## config.mk

```make
export PLATFORM = sky130hd
export DESIGN_NAME = cursor_list_engine_flat
export DESIGN_NICKNAME = d
export VERILOG_FILES = /design/src/rtl/cle_pkg.sv /design/src/rtl/cle_if.sv /design/src/rtl/cursor_list_engine.sv /design/src/flat_wrapper.sv
export SDC_FILE = /design/constraint.sdc
export NUM_CORES = 2
export LEC_CHECK = 0
export BUFFER_PORTS_ARGS = -buffer_cell sky130_fd_sc_hd__clkbuf_2
export CORE_UTILIZATION = 25
export DETAILED_ROUTE_END_ITERATION = 10
export SLEW_MARGIN = 20
export SYNTH_ARGS = -nofsm -noshare
export SYNTH_HDL_FRONTEND = slang
export SYNTH_SLANG_ARGS = --single-unit
```

## constraint.sdc

```tcl
create_clock -name clk -period 5.8 [get_ports clk]
set_input_delay 0.87 -clock clk [delete_from_list [all_inputs] [get_ports clk]]
set_output_delay 0.87 -clock clk [all_outputs]
set_load 0.02 [all_outputs]
```

## src/rtl/cle_pkg.sv

```systemverilog
// Package for the cursor list engine: field widths, op and status codes,
// the sequencer state type and the empty-cursor code. No dependencies.
`default_nettype none

package cle_pkg;

	// Number of list elements. The result fields are sized for up to 64.
	localparam int CAPACITY = 64;

	localparam int OP_W     = 4;
	localparam int VALUE_W  = 32;
	localparam int STATUS_W = 2;
	localparam int COUNT_W  = 7;
	localparam int POS_W    = 7;

	// Cursor position reported when the cursor is undefined (-1).
	localparam logic [POS_W-1:0] CURSOR_NONE = '1;

	typedef enum logic [OP_W-1:0] {
		OP_CLEAR       = 4'd0,
		OP_PREPEND     = 4'd1,
		OP_APPEND      = 4'd2,
		OP_INS_BEFORE  = 4'd3,
		OP_INS_AFTER   = 4'd4,
		OP_DEL_FRONT   = 4'd5,
		OP_DEL_BACK    = 4'd6,
		OP_DEL_CURSOR  = 4'd7,
		OP_SET         = 4'd8,
		OP_MOVE_FRONT  = 4'd9,
		OP_MOVE_BACK   = 4'd10,
		OP_MOVE_PREV   = 4'd11,
		OP_MOVE_NEXT   = 4'd12,
		OP_QUERY       = 4'd13
	} op_t;

	typedef enum logic [STATUS_W-1:0] {
		STAT_OK    = 2'd0,
		STAT_EMPTY = 2'd1,
		STAT_NOCUR = 2'd2,
		STAT_FULL  = 2'd3
	} status_t;

	typedef enum logic [2:0] {
		S_IDLE,
		S_EXEC,
		S_SHIFT,
		S_PUT,
		S_RD_FRONT,
		S_RD_BACK,
		S_RD_CUR,
		S_FINISH
	} state_t;

endpackage

`default_nettype wire

```

## src/rtl/cle_if.sv

```systemverilog
// Handshake channels of the cursor list engine: the op word and the result
// word. Widths come from cle_pkg.
`default_nettype none

interface cle_cmd_if;
	logic                              valid;
	logic                              ready;
	logic [cle_pkg::OP_W-1:0]          op;
	logic signed [cle_pkg::VALUE_W-1:0] value;

	modport source (output valid, op, value, input ready);
	modport sink   (input valid, op, value, output ready);
endinterface

interface cle_rsp_if;
	logic                                valid;
	logic                                ready;
	logic [cle_pkg::STATUS_W-1:0]        status;
	logic [cle_pkg::COUNT_W-1:0]         count;
	logic signed [cle_pkg::POS_W-1:0]    cursor_position;
	logic signed [cle_pkg::VALUE_W-1:0]  front_value;
	logic signed [cle_pkg::VALUE_W-1:0]  back_value;
	logic signed [cle_pkg::VALUE_W-1:0]  cursor_value;

	modport source (output valid, status, count, cursor_position, front_value, back_value,
		cursor_value, input ready);
	modport sink   (input valid, status, count, cursor_position, front_value, back_value,
		cursor_value, output ready);
endinterface

`default_nettype wire

```

## src/rtl/cursor_list_engine.sv

```systemverilog
// Cursor list engine top level: element memory, list state and op sequencer.
// Depends on cle_pkg and on the channel interfaces in cle_if.sv.
//
// Usage. Ops arrive as words on the cmd channel (op code and value) and each
// op yields exactly one result word on the rsp channel: status, element count,
// cursor position (-1 when undefined) and the front, back and cursor values.
// A word moves on a rising edge of clk at which valid and ready are both high.
// The block works on one op at a time. An op that moves no element (clear,
// set, del_back, the moves and query) goes from decode straight to the read
// back of the result values; set writes the memory during decode.
// Inserts and deletes move the tail one element per cycle through the single
// read and write port of the element memory; the number of elements moved
// (none for append) stays below CAPACITY.
// The front, back and cursor values are read back from the memory after the
// op, one read per cycle. cmd.ready rises at the same edge that places the
// result in the output register.
// Reset (arst_n low) empties the list and leaves the cursor undefined; the
// element memory is not cleared, as no entry at or above the count reaches
// a result. If the receiver stalls, the result waits in the output register
// and the next op may still be accepted and worked on; it is held back only
// at its final step until the previous result has been taken.
`default_nettype none

module cursor_list_engine (
	input  wire         clk,
	input  wire         arst_n,
	cle_cmd_if.sink     cmd,
	cle_rsp_if.source   rsp
);

	localparam int AW = $clog2(cle_pkg::CAPACITY);
	localparam int CW = $clog2(cle_pkg::CAPACITY + 1);

	// Sequencer and list state.
	cle_pkg::state_t state_q, state_d;

	logic [CW-1:0] count_q;
	logic          cur_def_q;
	logic [AW-1:0] cur_idx_q;

	// The op being worked on.
	logic [cle_pkg::OP_W-1:0]    op_q;
	logic [cle_pkg::VALUE_W-1:0] value_q;
	logic [cle_pkg::STATUS_W-1:0] st_q;

	// Shift sweep: read pointer, reads left to issue, direction and the
	// pending write one stage behind the read.
	logic [AW-1:0] ptr_q;
	logic [CW-1:0] left_q;
	logic          up_q;
	logic          put_q;
	logic [AW-1:0] pos_q;
	logic          wr_v_s1;
	logic [AW-1:0] wr_addr_s1;

	// Element memory with registered read data.
	logic [cle_pkg::VALUE_W-1:0] mem [cle_pkg::CAPACITY];
	logic [cle_pkg::VALUE_W-1:0] rd_data_q;
	logic                        rd_en;
	logic [AW-1:0]               rd_addr;
	logic                        we;
	logic [AW-1:0]               wa;
	logic [cle_pkg::VALUE_W-1:0] wd;

	logic [cle_pkg::VALUE_W-1:0] front_q, back_q;

	// Output register.
	logic                          out_valid_q;
	logic [cle_pkg::STATUS_W-1:0]  out_status_q;
	logic [cle_pkg::COUNT_W-1:0]   out_count_q;
	logic [cle_pkg::POS_W-1:0]     out_pos_q;
	logic [cle_pkg::VALUE_W-1:0]   out_front_q, out_back_q, out_cur_q;

	// Decode of the current op against the list state.
	logic                          empty, full;
	logic [CW-1:0]                 cnt_m1;
	logic [AW-1:0]                 last_idx;
	logic [CW-1:0]                 nx_count;
	logic                          nx_def;
	logic [AW-1:0]                 nx_idx;
	logic [cle_pkg::STATUS_W-1:0]  nx_st;
	logic                          do_open, do_close, do_set;
	logic [AW-1:0]                 gap_pos;
	logic [AW-1:0]                 init_ptr;
	logic [CW-1:0]                 init_left;
	logic                          load_out;

	assign empty    = (count_q == '0);
	assign full     = (count_q == CW'(cle_pkg::CAPACITY));
	assign cnt_m1   = count_q - CW'(1);
	assign last_idx = AW'(cnt_m1);

	always_comb begin
		nx_count = count_q;
		nx_def   = cur_def_q;
		nx_idx   = cur_idx_q;
		nx_st    = cle_pkg::STAT_OK;
		do_open  = 1'b0;
		do_close = 1'b0;
		do_set   = 1'b0;
		gap_pos  = '0;
		case (op_q)
			cle_pkg::OP_CLEAR: begin
				nx_count = '0;
				nx_def   = 1'b0;
				nx_idx   = '0;
			end
			cle_pkg::OP_PREPEND: begin
				if (full) begin
					nx_st = cle_pkg::STAT_FULL;
				end else begin
					do_open  = 1'b1;
					nx_count = count_q + CW'(1);
					if (cur_def_q) begin
						nx_idx = cur_idx_q + AW'(1);
					end
				end
			end
			cle_pkg::OP_APPEND: begin
				if (full) begin
					nx_st = cle_pkg::STAT_FULL;
				end else begin
					do_open  = 1'b1;
					gap_pos  = AW'(count_q);
					nx_count = count_q + CW'(1);
				end
			end
			cle_pkg::OP_INS_BEFORE, cle_pkg::OP_INS_AFTER: begin
				if (empty) begin
					nx_st = cle_pkg::STAT_EMPTY;
				end else if (!cur_def_q) begin
					nx_st = cle_pkg::STAT_NOCUR;
				end else if (full) begin
					nx_st = cle_pkg::STAT_FULL;
				end else begin
					do_open  = 1'b1;
					nx_count = count_q + CW'(1);
					if (op_q == cle_pkg::OP_INS_BEFORE) begin
						gap_pos = cur_idx_q;
						nx_idx  = cur_idx_q + AW'(1);
					end else begin
						gap_pos = cur_idx_q + AW'(1);
					end
				end
			end
			cle_pkg::OP_DEL_FRONT: begin
				if (empty) begin
					nx_st = cle_pkg::STAT_EMPTY;
				end else begin
					do_close = 1'b1;
					nx_count = cnt_m1;
					if (cur_def_q) begin
						if (cur_idx_q == '0) begin
							nx_def = 1'b0;
						end else begin
							nx_idx = cur_idx_q - AW'(1);
						end
					end
				end
			end
			cle_pkg::OP_DEL_BACK: begin
				if (empty) begin
					nx_st = cle_pkg::STAT_EMPTY;
				end else begin
					nx_count = cnt_m1;
					if (cur_def_q && cur_idx_q == last_idx) begin
						nx_def = 1'b0;
						nx_idx = '0;
					end
				end
			end
			cle_pkg::OP_DEL_CURSOR: begin
				if (empty) begin
					nx_st = cle_pkg::STAT_EMPTY;
				end else if (!cur_def_q) begin
					nx_st = cle_pkg::STAT_NOCUR;
				end else begin
					do_close = 1'b1;
					gap_pos  = cur_idx_q;
					nx_count = cnt_m1;
					nx_def   = 1'b0;
					nx_idx   = '0;
				end
			end
			cle_pkg::OP_SET: begin
				if (empty) begin
					nx_st = cle_pkg::STAT_EMPTY;
				end else if (!cur_def_q) begin
					nx_st = cle_pkg::STAT_NOCUR;
				end else begin
					do_set = 1'b1;
				end
			end
			cle_pkg::OP_MOVE_FRONT, cle_pkg::OP_MOVE_BACK: begin
				if (empty) begin
					nx_st = cle_pkg::STAT_EMPTY;
				end else begin
					nx_def = 1'b1;
					nx_idx = (op_q == cle_pkg::OP_MOVE_FRONT) ? '0 : last_idx;
				end
			end
			cle_pkg::OP_MOVE_PREV: begin
				if (empty) begin
					nx_st = cle_pkg::STAT_EMPTY;
				end else if (cur_def_q) begin
					if (cur_idx_q == '0) begin
						nx_def = 1'b0;
					end else begin
						nx_idx = cur_idx_q - AW'(1);
					end
				end
			end
			cle_pkg::OP_MOVE_NEXT: begin
				if (empty) begin
					nx_st = cle_pkg::STAT_EMPTY;
				end else if (cur_def_q) begin
					if (cur_idx_q == last_idx) begin
						nx_def = 1'b0;
						nx_idx = '0;
					end else begin
						nx_idx = cur_idx_q + AW'(1);
					end
				end
			end
			default: begin
			end
		endcase
	end

	// An insert moves the tail up, starting from the last element; a delete
	// moves it down, starting just above the removed element.
	always_comb begin
		if (do_open) begin
			init_ptr  = last_idx;
			init_left = count_q - CW'(gap_pos);
		end else begin
			init_ptr  = gap_pos + AW'(1);
			init_left = cnt_m1 - CW'(gap_pos);
		end
	end

	assign load_out = (state_q == cle_pkg::S_FINISH) && (!out_valid_q || rsp.ready);

	always_ff @(posedge clk or negedge arst_n) begin
		if (!arst_n) begin
			state_q <= cle_pkg::S_IDLE;
		end else begin
			state_q <= state_d;
		end
	end

	// Next state and the memory port controls.
	always_comb begin
		state_d = state_q;
		rd_en   = 1'b0;
		rd_addr = '0;
		we      = 1'b0;
		wa      = '0;
		wd      = value_q;
		case (state_q)
			cle_pkg::S_IDLE: begin
				if (cmd.valid) begin
					state_d = cle_pkg::S_EXEC;
				end
			end
			cle_pkg::S_EXEC: begin
				if (do_set) begin
					we = 1'b1;
					wa = cur_idx_q;
				end
				state_d = (do_open || do_close) ? cle_pkg::S_SHIFT : cle_pkg::S_RD_FRONT;
			end
			cle_pkg::S_SHIFT: begin
				if (left_q != '0) begin
					rd_en   = 1'b1;
					rd_addr = ptr_q;
				end
				if (wr_v_s1) begin
					we = 1'b1;
					wa = wr_addr_s1;
					wd = rd_data_q;
				end
				if (left_q == '0 && !wr_v_s1) begin
					state_d = put_q ? cle_pkg::S_PUT : cle_pkg::S_RD_FRONT;
				end
			end
			cle_pkg::S_PUT: begin
				we      = 1'b1;
				wa      = pos_q;
				state_d = cle_pkg::S_RD_FRONT;
			end
			cle_pkg::S_RD_FRONT: begin
				rd_en   = 1'b1;
				state_d = cle_pkg::S_RD_BACK;
			end
			cle_pkg::S_RD_BACK: begin
				rd_en   = 1'b1;
				rd_addr = last_idx;
				state_d = cle_pkg::S_RD_CUR;
			end
			cle_pkg::S_RD_CUR: begin
				rd_en   = 1'b1;
				rd_addr = cur_idx_q;
				state_d = cle_pkg::S_FINISH;
			end
			cle_pkg::S_FINISH: begin
				if (load_out) begin
					state_d = cle_pkg::S_IDLE;
				end
			end
			default: begin
				state_d = cle_pkg::S_IDLE;
			end
		endcase
	end

	assign cmd.ready = (state_q == cle_pkg::S_IDLE);

	// Element memory: one write and one read a cycle, read data held when
	// no read is issued so that the cursor value survives a stalled output.
	always_ff @(posedge clk) begin
		if (we) begin
			mem[wa] <= wd;
		end
		if (rd_en) begin
			rd_data_q <= mem[rd_addr];
		end
	end

	// List state and sweep control.
	always_ff @(posedge clk or negedge arst_n) begin
		if (!arst_n) begin
			count_q     <= '0;
			cur_def_q   <= 1'b0;
			cur_idx_q   <= '0;
			left_q      <= '0;
			wr_v_s1     <= 1'b0;
			out_valid_q <= 1'b0;
		end else begin
			if (state_q == cle_pkg::S_EXEC) begin
				count_q   <= nx_count;
				cur_def_q <= nx_def;
				cur_idx_q <= nx_def ? nx_idx : '0;
				left_q    <= (do_open || do_close) ? init_left : '0;
				wr_v_s1   <= 1'b0;
			end else if (state_q == cle_pkg::S_SHIFT) begin
				wr_v_s1 <= (left_q != '0);
				if (left_q != '0) begin
					left_q <= left_q - CW'(1);
				end
			end
			if (load_out) begin
				out_valid_q <= 1'b1;
			end else if (rsp.ready) begin
				out_valid_q <= 1'b0;
			end
		end
	end

	// Payload registers.
	always_ff @(posedge clk) begin
		if (state_q == cle_pkg::S_IDLE && cmd.valid) begin
			op_q    <= cmd.op;
			value_q <= cmd.value;
		end
		if (state_q == cle_pkg::S_EXEC) begin
			st_q  <= nx_st;
			ptr_q <= init_ptr;
			pos_q <= gap_pos;
			up_q  <= do_open;
			put_q <= do_open;
		end
		if (state_q == cle_pkg::S_SHIFT && left_q != '0) begin
			wr_addr_s1 <= up_q ? ptr_q + AW'(1) : ptr_q - AW'(1);
			ptr_q      <= up_q ? ptr_q - AW'(1) : ptr_q + AW'(1);
		end
		if (state_q == cle_pkg::S_RD_BACK) begin
			front_q <= rd_data_q;
		end
		if (state_q == cle_pkg::S_RD_CUR) begin
			back_q <= rd_data_q;
		end
		if (load_out) begin
			out_status_q <= st_q;
			out_count_q  <= cle_pkg::COUNT_W'(count_q);
			out_pos_q    <= cur_def_q ? cle_pkg::POS_W'(cur_idx_q) : cle_pkg::CURSOR_NONE;
			out_front_q  <= empty ? '0 : front_q;
			out_back_q   <= empty ? '0 : back_q;
			out_cur_q    <= cur_def_q ? rd_data_q : '0;
		end
	end

	assign rsp.valid           = out_valid_q;
	assign rsp.status          = out_status_q;
	assign rsp.count           = out_count_q;
	assign rsp.cursor_position = out_pos_q;
	assign rsp.front_value     = out_front_q;
	assign rsp.back_value      = out_back_q;
	assign rsp.cursor_value    = out_cur_q;

endmodule

`default_nettype wire

```

## src/flat_wrapper.sv

```systemverilog
// flat-port wrapper written by rule: the top's interface ports become plain ports
module cursor_list_engine_flat 
  (clk, arst_n, cmd_valid, cmd_op, cmd_value, cmd_ready, rsp_valid, rsp_status, rsp_count, rsp_cursor_position, rsp_front_value, rsp_back_value, rsp_cursor_value, rsp_ready);
  cle_cmd_if cmd_i ();
  cle_rsp_if rsp_i ();
  input  wire clk;
  input  wire arst_n;
  input wire logic [$bits(cmd_i.valid)-1:0] cmd_valid;
  input wire logic [$bits(cmd_i.op)-1:0] cmd_op;
  input wire logic [$bits(cmd_i.value)-1:0] cmd_value;
  output wire logic [$bits(cmd_i.ready)-1:0] cmd_ready;
  output wire logic [$bits(rsp_i.valid)-1:0] rsp_valid;
  output wire logic [$bits(rsp_i.status)-1:0] rsp_status;
  output wire logic [$bits(rsp_i.count)-1:0] rsp_count;
  output wire logic [$bits(rsp_i.cursor_position)-1:0] rsp_cursor_position;
  output wire logic [$bits(rsp_i.front_value)-1:0] rsp_front_value;
  output wire logic [$bits(rsp_i.back_value)-1:0] rsp_back_value;
  output wire logic [$bits(rsp_i.cursor_value)-1:0] rsp_cursor_value;
  input wire logic [$bits(rsp_i.ready)-1:0] rsp_ready;
  assign cmd_i.valid = cmd_valid;
  assign cmd_i.op = cmd_op;
  assign cmd_i.value = cmd_value;
  assign cmd_ready = cmd_i.ready;
  assign rsp_valid = rsp_i.valid;
  assign rsp_status = rsp_i.status;
  assign rsp_count = rsp_i.count;
  assign rsp_cursor_position = rsp_i.cursor_position;
  assign rsp_front_value = rsp_i.front_value;
  assign rsp_back_value = rsp_i.back_value;
  assign rsp_cursor_value = rsp_i.cursor_value;
  assign rsp_i.ready = rsp_ready;
  cursor_list_engine u_core (.clk(clk), .arst_n(arst_n), .cmd(cmd_i), .rsp(rsp_i));
endmodule
```

After elaboration in Yosys (flattened, before gate mapping)
Memories as Yosys holds them, arrays and structs flattened. A register that Yosys moved wholly into a read port is not among the register bits.
Index checks and enable logic that the tools add are counted.
{"block": "totals", "regBits": 259, "ramBits": 2048, "n_memories": 1, "input_bits": 40, "elab_cells": 209}
{"name": "u_core.mem", "depth": 64, "word_bits": 32, "read_ports": 1, "rd_clocked_by_memory_dff": 1, "write_ports": 1, "line_no": "cursor_list_engine.sv:57", "rtl": "logic [cle_pkg::VALUE_W-1:0] mem [cle_pkg::CAPACITY];"}
{"block": "op_classes", "addsub": 10, "n_eq_ne": 46, "n_reduce_logical": 32, "n_mux": 97}
{"op": "$mux W6", "count": 34}
{"op": "$mux W7", "count": 12}
{"op": "$mux W32", "count": 2}
{"op": "$pmux W6 S3", "count": 3}
{"op": "$pmux W6 S8", "count": 1}
{"op": "$pmux W7 S5", "count": 1}
{"op": "$ne A3 B3 Y1 const B", "count": 11}
{"op": "$mux W1", "count": 27}
{"op": "$pmux W3 S8", "count": 1}
{"op": "$eq A4 B4 Y1 const B", "count": 5}
{"op": "$add A6 B1 Y6 const B", "count": 3}
{"op": "$reduce_and A18 Y1", "count": 1}
{"op": "$eq A4 B3 Y1 const B", "count": 4}
{"op": "$mux W3", "count": 5}
{"op": "$ne A3 B2 Y1 const B", "count": 5}
{"op": "$logic_not A7 Y1", "count": 2}
{"op": "$sub A7 B1 Y7 const B", "count": 2}
{"op": "$sub A7 B6 Y7", "count": 2}
{"op": "$eq A3 B3 Y1 const B", "count": 4}
{"op": "$reduce_or A2 Y1", "count": 6}
{"op": "$sub A6 B1 Y6 const B", "count": 2}
{"op": "$mux W2", "count": 5}
{"op": "$ne A9 B9 Y1 const B", "count": 1}
{"op": "$eq A4 B2 Y1 const B", "count": 2}
{"op": "26 further kinds", "count": 44}

Depth between registers and ports, before layout
{"block": "logic_depth", "word_depth": 10, "mapped_depth": 19}

Worst setup path before layout
OpenSTA, ideal clock, no wires.
{"block": "synth_timing", "kind": "register to register", "startpoint": "reg u_core.state_q[0]", "endpoint": "reg u_core.out_back_q (netlist bit u_core.rsp.back_value[0]) (enable)", "arrival_ps": 5699, "synth_period_minus_slack_ps": 6284, "required_time_ps": 5216, "path_stages_with_launch": 5, "setup_slack_ps": -484, "setup_time_ps": 584, "cell_sequence": "dfrtp_1 > clkbuf_1 > clkbuf_1 > nand3_1 > nor2_1"}
{"block": "synth_between", "elab_chain_len": 2}
{"item": "start: declaration", "line_no": "cursor_list_engine.sv:35", "rtl": "cle_pkg::state_t state_q, state_d;"}
{"item": "start signal: assignment", "line_no": "cursor_list_engine.sv:246", "rtl": "state_q <= cle_pkg::S_IDLE;"}
{"item": "start signal: assignment", "line_no": "cursor_list_engine.sv:248", "rtl": "state_q <= state_d;"}
{"item": "$eq A3 B3 Y1", "line_no": "cursor_list_engine.sv:242", "rtl": "assign load_out = (state_q == cle_pkg::S_FINISH) && (!out_valid_q || rsp.ready);"}
{"item": "$logic_and A1 B1 Y1", "line_no": "cursor_list_engine.sv:242"}
{"item": "net u_core.load_out", "line_no": "cursor_list_engine.sv:86", "rtl": "logic load_out;"}
{"item": "end signal: assignment", "line_no": "cursor_list_engine.sv:388", "rtl": "out_back_q <= empty ? '0 : back_q;"}
{"item": "end: declaration", "line_no": "cursor_list_engine.sv:72", "rtl": "logic [cle_pkg::VALUE_W-1:0] out_front_q, out_back_q, out_cur_q;"}
The timed path passes the listed nets, and every way through them passes these cells.
A chain may end at the register's enable or synchronous reset.

Worst setup path in the final report
{"block": "layout_timing", "startpoint": "reg u_core.op_q[1] in the netlist's numbering", "endpoint": "mem u_core.mem[23][29] in the netlist's numbering (enable)"}
{"block": "layout_between", "elab_chain_len": 6}
{"item": "start: declaration", "line_no": "cursor_list_engine.sv:42", "rtl": "logic [cle_pkg::OP_W-1:0] op_q;"}
{"item": "start signal: assignment", "line_no": "cursor_list_engine.sv:363", "rtl": "op_q <= cmd.op;"}
{"item": "$eq A4 B4 Y1 *", "line_no": "cursor_list_engine.sv:102", "rtl": "case (op_q)"}
{"item": "$mux W1 *", "line_no": "cursor_list_engine.sv:102"}
{"item": "$mux W1", "line_no": "cursor_list_engine.sv:267", "rtl": "if (do_set) begin"}
{"item": "$pmux W1 S3", "line_no": "cursor_list_engine.sv:260", "rtl": "case (state_q)"}
{"item": "$mux W1", "line_no": "cursor_list_engine.sv:322", "rtl": "if (we) begin"}
{"item": "$mux W1 (not written as such)", "line_no": "cursor_list_engine.sv:323", "rtl": "mem[wa] <= wd;"}
{"item": "end: declaration", "line_no": "cursor_list_engine.sv:57"}
Mark *: on every way between the ends. The rest lies on a longest branch, timed or not.

==> summary.txt <==
Clocking
  – CTS tree: built
  – Number of hold buffers added after CTS: 0
  – Clk buf depth: 3
  – Root Driver: clkbuf_16
  – Clock transition at path regs: 60 ps
  – Worst skew pair latency: 890 ps
  – Post-cts resize count: 0
  – # clock sinks: 2339
  – H-tree depth: 4
  – CTS Buf Count: 223
  – Post CTS Setup Buffer Count: 0

Drt
  – DRT antenna net count: 0
  – Vias per cell: a little under 5
  – Total wire length: 252.1 mm
  – Vias post-DR: 54.97k
  – DR pass1 iterations: 6
  – Avg WL per Cell: 22.18 um
  – DRT iter0 DRCs: 6448
  – DRC violations left: 0

GRT
  – Antenna violations before repair: 20
  – Vias in the first global route: 53.35k
  – Total grt overflow: 0
  – GRT Overall Usage: 13.06%
  – Largest net degree at the start of global routing: 103
  – First-pass GRT wire length: roughly 370 mm

Power
  – Internal power consumption: 34.02 mW
  – Switching Fraction: 36.15%
  – Seq pwr share: 40.7%
  – VDD IR-drop max: 0.3823 mV
  – Part of the power in combinational logic: 32.2%
  – Tot Pwr: roughly 53 mW
  – Pwr Density: 497.9 nW/um2
  – NetSw: 19.26 mW
  – P_leak: about 36 nW
  – Clock share of power: 27.1%

Critical path
  – Critical path class: flop to flop
  – Crit path largest cell delay: 900 ps
  – Required @ worst endpoint: 6320 ps
  – Buf/Inv on CP: 1
  – CP endpoint kind: flop
  – Slowest-stage cell, CP: nor4_2
  – Crit path launch type: flop
  – CP Depth: 7
  – Critical path cell sequence: or3b_2 -> nor4_2 -> a21oi_1 -> nor2_1 -> nand2_1 -> nor2_4 -> buf_4
  – Worst-path fanout max: 25
  – Crit path arrival time: 5410 ps
  – R2r worst-path depth: 7
  – Top delay family on crit path: simple AND/OR/NAND/NOR gates

STA
  – Worst Skew: roughly 59 ps
  – Final hold violation count: 0
  – Worst Max-Slew Pin Slew: 1154 ps
  – Min cycle time layout: 4896 ps
  – F_max: 204.2 MHz
  – Worst setup margin: 904.0 ps
  – RSZ-0062 raised after global routing: false
  – Final setup violation count: 0
  – Hold slack: 97.32 ps
  – Setup TNS: 0 ps
  – Final period util: between 80 and 90%
  – Slew Limit Headroom: 23.05%
  – Slew Viols, Final: 0

Synth
  – Synthesized area: around 92000 um2
  – Synthesized area per cell: 14.94 um2
  – Top FF cell, synth: edfxtp_1
  – FF+latch count, synth: approximately 2.3k
  – Post-synthesis cell type count: 80
  – Post-Syn Nets: 6222
  – Seq/Total Area, Yosys: 76.13%
  – Post-Syn Instances: 6166
  – Post-synth ARST share: 1.112%
  – Warnings from Yosys: 0
  – Number of flops mapped to enable cells by yosys: 2313

Place
  – Placed Area: 99680 um2
  – DP Cell Count: 10.94k
  – Pre-CTS WS: 1058 ps
  – PortBufs: 153
  – Placer Congestion: 0.8385
  – HPWL Detailed: 148.3 mm

Floorplanning
  – I/O pin cnt: 154
  – Initial Util: between 20% and 30%
  – Core area: 366100 um2
  – Site row count: 222
  – Full die area: 370800 um2
  – Die height: between 600 and 700 um
  – Die Span X: 608.9 um

Layout
  – Post-route insts no fill: 11.37k
  – Share of cells above drive strength 1: 12.34%
  – Final instance area: 107000 um2
  – Final nets: approximately 6.4k
  – Area of the multi-input gates: 20580 um2
  – Layout filler cell count: 36.03k
  – Area delta synth->final: 16.18%
  – Util after Layout: 29.23%
  – Register area: 70110 um2

Status
  – Status: completed

Hold path
  – Min-delay worst type: primary input to async pin

Job
  – Max_cap viols: 0
-- power by group through the flow --
stage                     Combinational, mW  Clock (mW)  Sequential, mW
final                                  17.2        14.4            21.7
after floorplan                        10.8           0            21.5
after global routing                   18.3        15.3            21.7
after global placement                 16.8           0            22.0
after CTS                              17.0        14.6            21.7
after detailed placement               17.0           0            22.0
-- Yosys cell counts (15+ instances only) --
| master | n | area share (%) |
|---|---|---|
| nand4_1 | 110 | 0.75 |
| and2_1 | 104 | 0.71 |
| dfrtp_1 | 26 | 0.71 |
| buf_1 | 24 | 0.098 |
| clkbuf_1 | 167 | 0.68 |
| buf_2 | 149 | 0.81 |
| nand2_1 | 1419 | 5.8 |
| a32oi_1 | 327 | 3.1 |
| inv_1 | 31 | 0.13 |
| xnor2_1 | 24 | 0.23 |
| and3_1 | 33 | 0.22 |
| o21ai_0 | 23 | 0.12 |
| a21oi_1 | 38 | 0.21 |
| xor2_1 | 20 | 0.19 |
| edfxtp_1 | 2313 | 75 |
| a32o_1 | 27 | 0.29 |
| a31oi_1 | 126 | 0.86 |
| a211o_1 | 17 | 0.16 |
| ha_1 | 15 | 0.20 |
| and4_1 | 20 | 0.19 |
| nand3_1 | 416 | 2.3 |
| nor2_1 | 117 | 0.48 |
| mux2i_1 | 345 | 3.7 |
| mux2_2 | 32 | 0.39 |
| buf_4 | 50 | 0.41 |
-- worst reg2reg max path, delay by kind of cell (launching register included) --
kind | cells | cell delay, ps
DFF | 1 | 690
AOI/OAI and AO/OA | 1 | 380
buffers and inverters | 1 | 450
and+or+nand+nor | 5 | 3040
-- placed cells by master (no fill, tap or decap), types with 17 or more instances in the layout --
cell type | synthesis | final
bufinv_16 | 0 | 19
clkbuf_2 | 1 | 153
a32o_1 | 27 | 27
dfrtp_1 | 26 | 26
a31oi_1 | 126 | 126
a21oi_1 | 38 | 38
nand3_1 | 416 | 416
buf_12 | 0 | 46
inv_1 | 31 | 31
mux2_2 | 32 | 20
buf_4 | 50 | 158
and2_1 | 104 | 101
nor2_1 | 117 | 50
clkinv_2 | 0 | 41
o21ai_0 | 23 | 23
mux2i_1 | 345 | 345
nand4_1 | 110 | 110
clkinv_1 | 2 | 46
nand2_1 | 1419 | 1418
xnor2_1 | 24 | 24
a211o_1 | 17 | 17
clkbuf_16 | 0 | 223
and4_1 | 20 | 20
edfxtp_1 | 2313 | 2313
clkbuf_1 | 167 | 69
and3_1 | 33 | 33
nor2_4 | 0 | 68
a32oi_1 | 327 | 327
xor2_1 | 20 | 20
-- per-layer routing --
metal	vias to the layer above	routed length (um)	share of wire (%)	GRT usage (%)
met4	2	4785	1.9	2.904
met3	344	21660	8.6	2.488
li1	23926	-	-	-
met2	2508	116200	46	20.86
met5	-	17	0.0067	0
met1	28191	109400	43	18.32
-- sequential cells by signal, summed over array words and instances (netlist names), 2 cells and up --
signal                      count
u_core.mem                   2048
u_core.back_q                  32
u_core.st_q                     2
u_core.rsp.status               2
u_core.rd_data_q               32
u_core.wr_addr_s1               6
u_core.op_q                     4
u_core.state_q                  3
u_core.left_q                   7
u_core.count_q                  7
u_core.cur_idx_q                6
u_core.rsp.count                7
u_core.rsp.cursor_value        32
u_core.front_q                 32
u_core.rsp.front_value         32
u_core.rsp.back_value          32
u_core.ptr_q                    6
u_core.pos_q                    6
u_core.value_q                 32
u_core.rsp.cursor_position      7
-- final timing paths --
kind | to | start | slack (ps)
worst max-delay path | u_core.mem[23][29] | u_core.op_q[1] | 900
worst min-delay path | u_core.rsp.valid | arst_n | 100
worst max register to register | u_core.mem[23][29] | u_core.op_q[1] | 900
worst min register to register | u_core.rsp.status[1] | u_core.st_q[1] | 420
max in group asynchronous | u_core.cur_def_q | arst_n | 5180
min in group clk | u_core.value_q[20] | cmd_value[20] | 170
-- cell families after synthesis --
| kind of cell | share of synthesized area, % |
|---|---|
| compound gates | 5.887 |
| buf+inv | 2.189 |
| simple gates | 10.94 |
| xor+xnor | 0.4918 |
| mux | 4.141 |
| fa+ha+maj | 0.2255 |
| flops | 76.13 |
-- final cells by class --
type                            count  share of cell area [%]
Sequential cell                  2339                   65.53
Multi-Input combinational cell   3398                   19.24
Tap cell                         4816                   5.632
Clock buffer                      295                   5.496
Timing Repair Buffer              357                   2.685
Clock inverter                    124                   1.296
Inverter                           34                  0.1193
Antenna cell                        3                0.007017
Power figures use the tool's default switching activity.
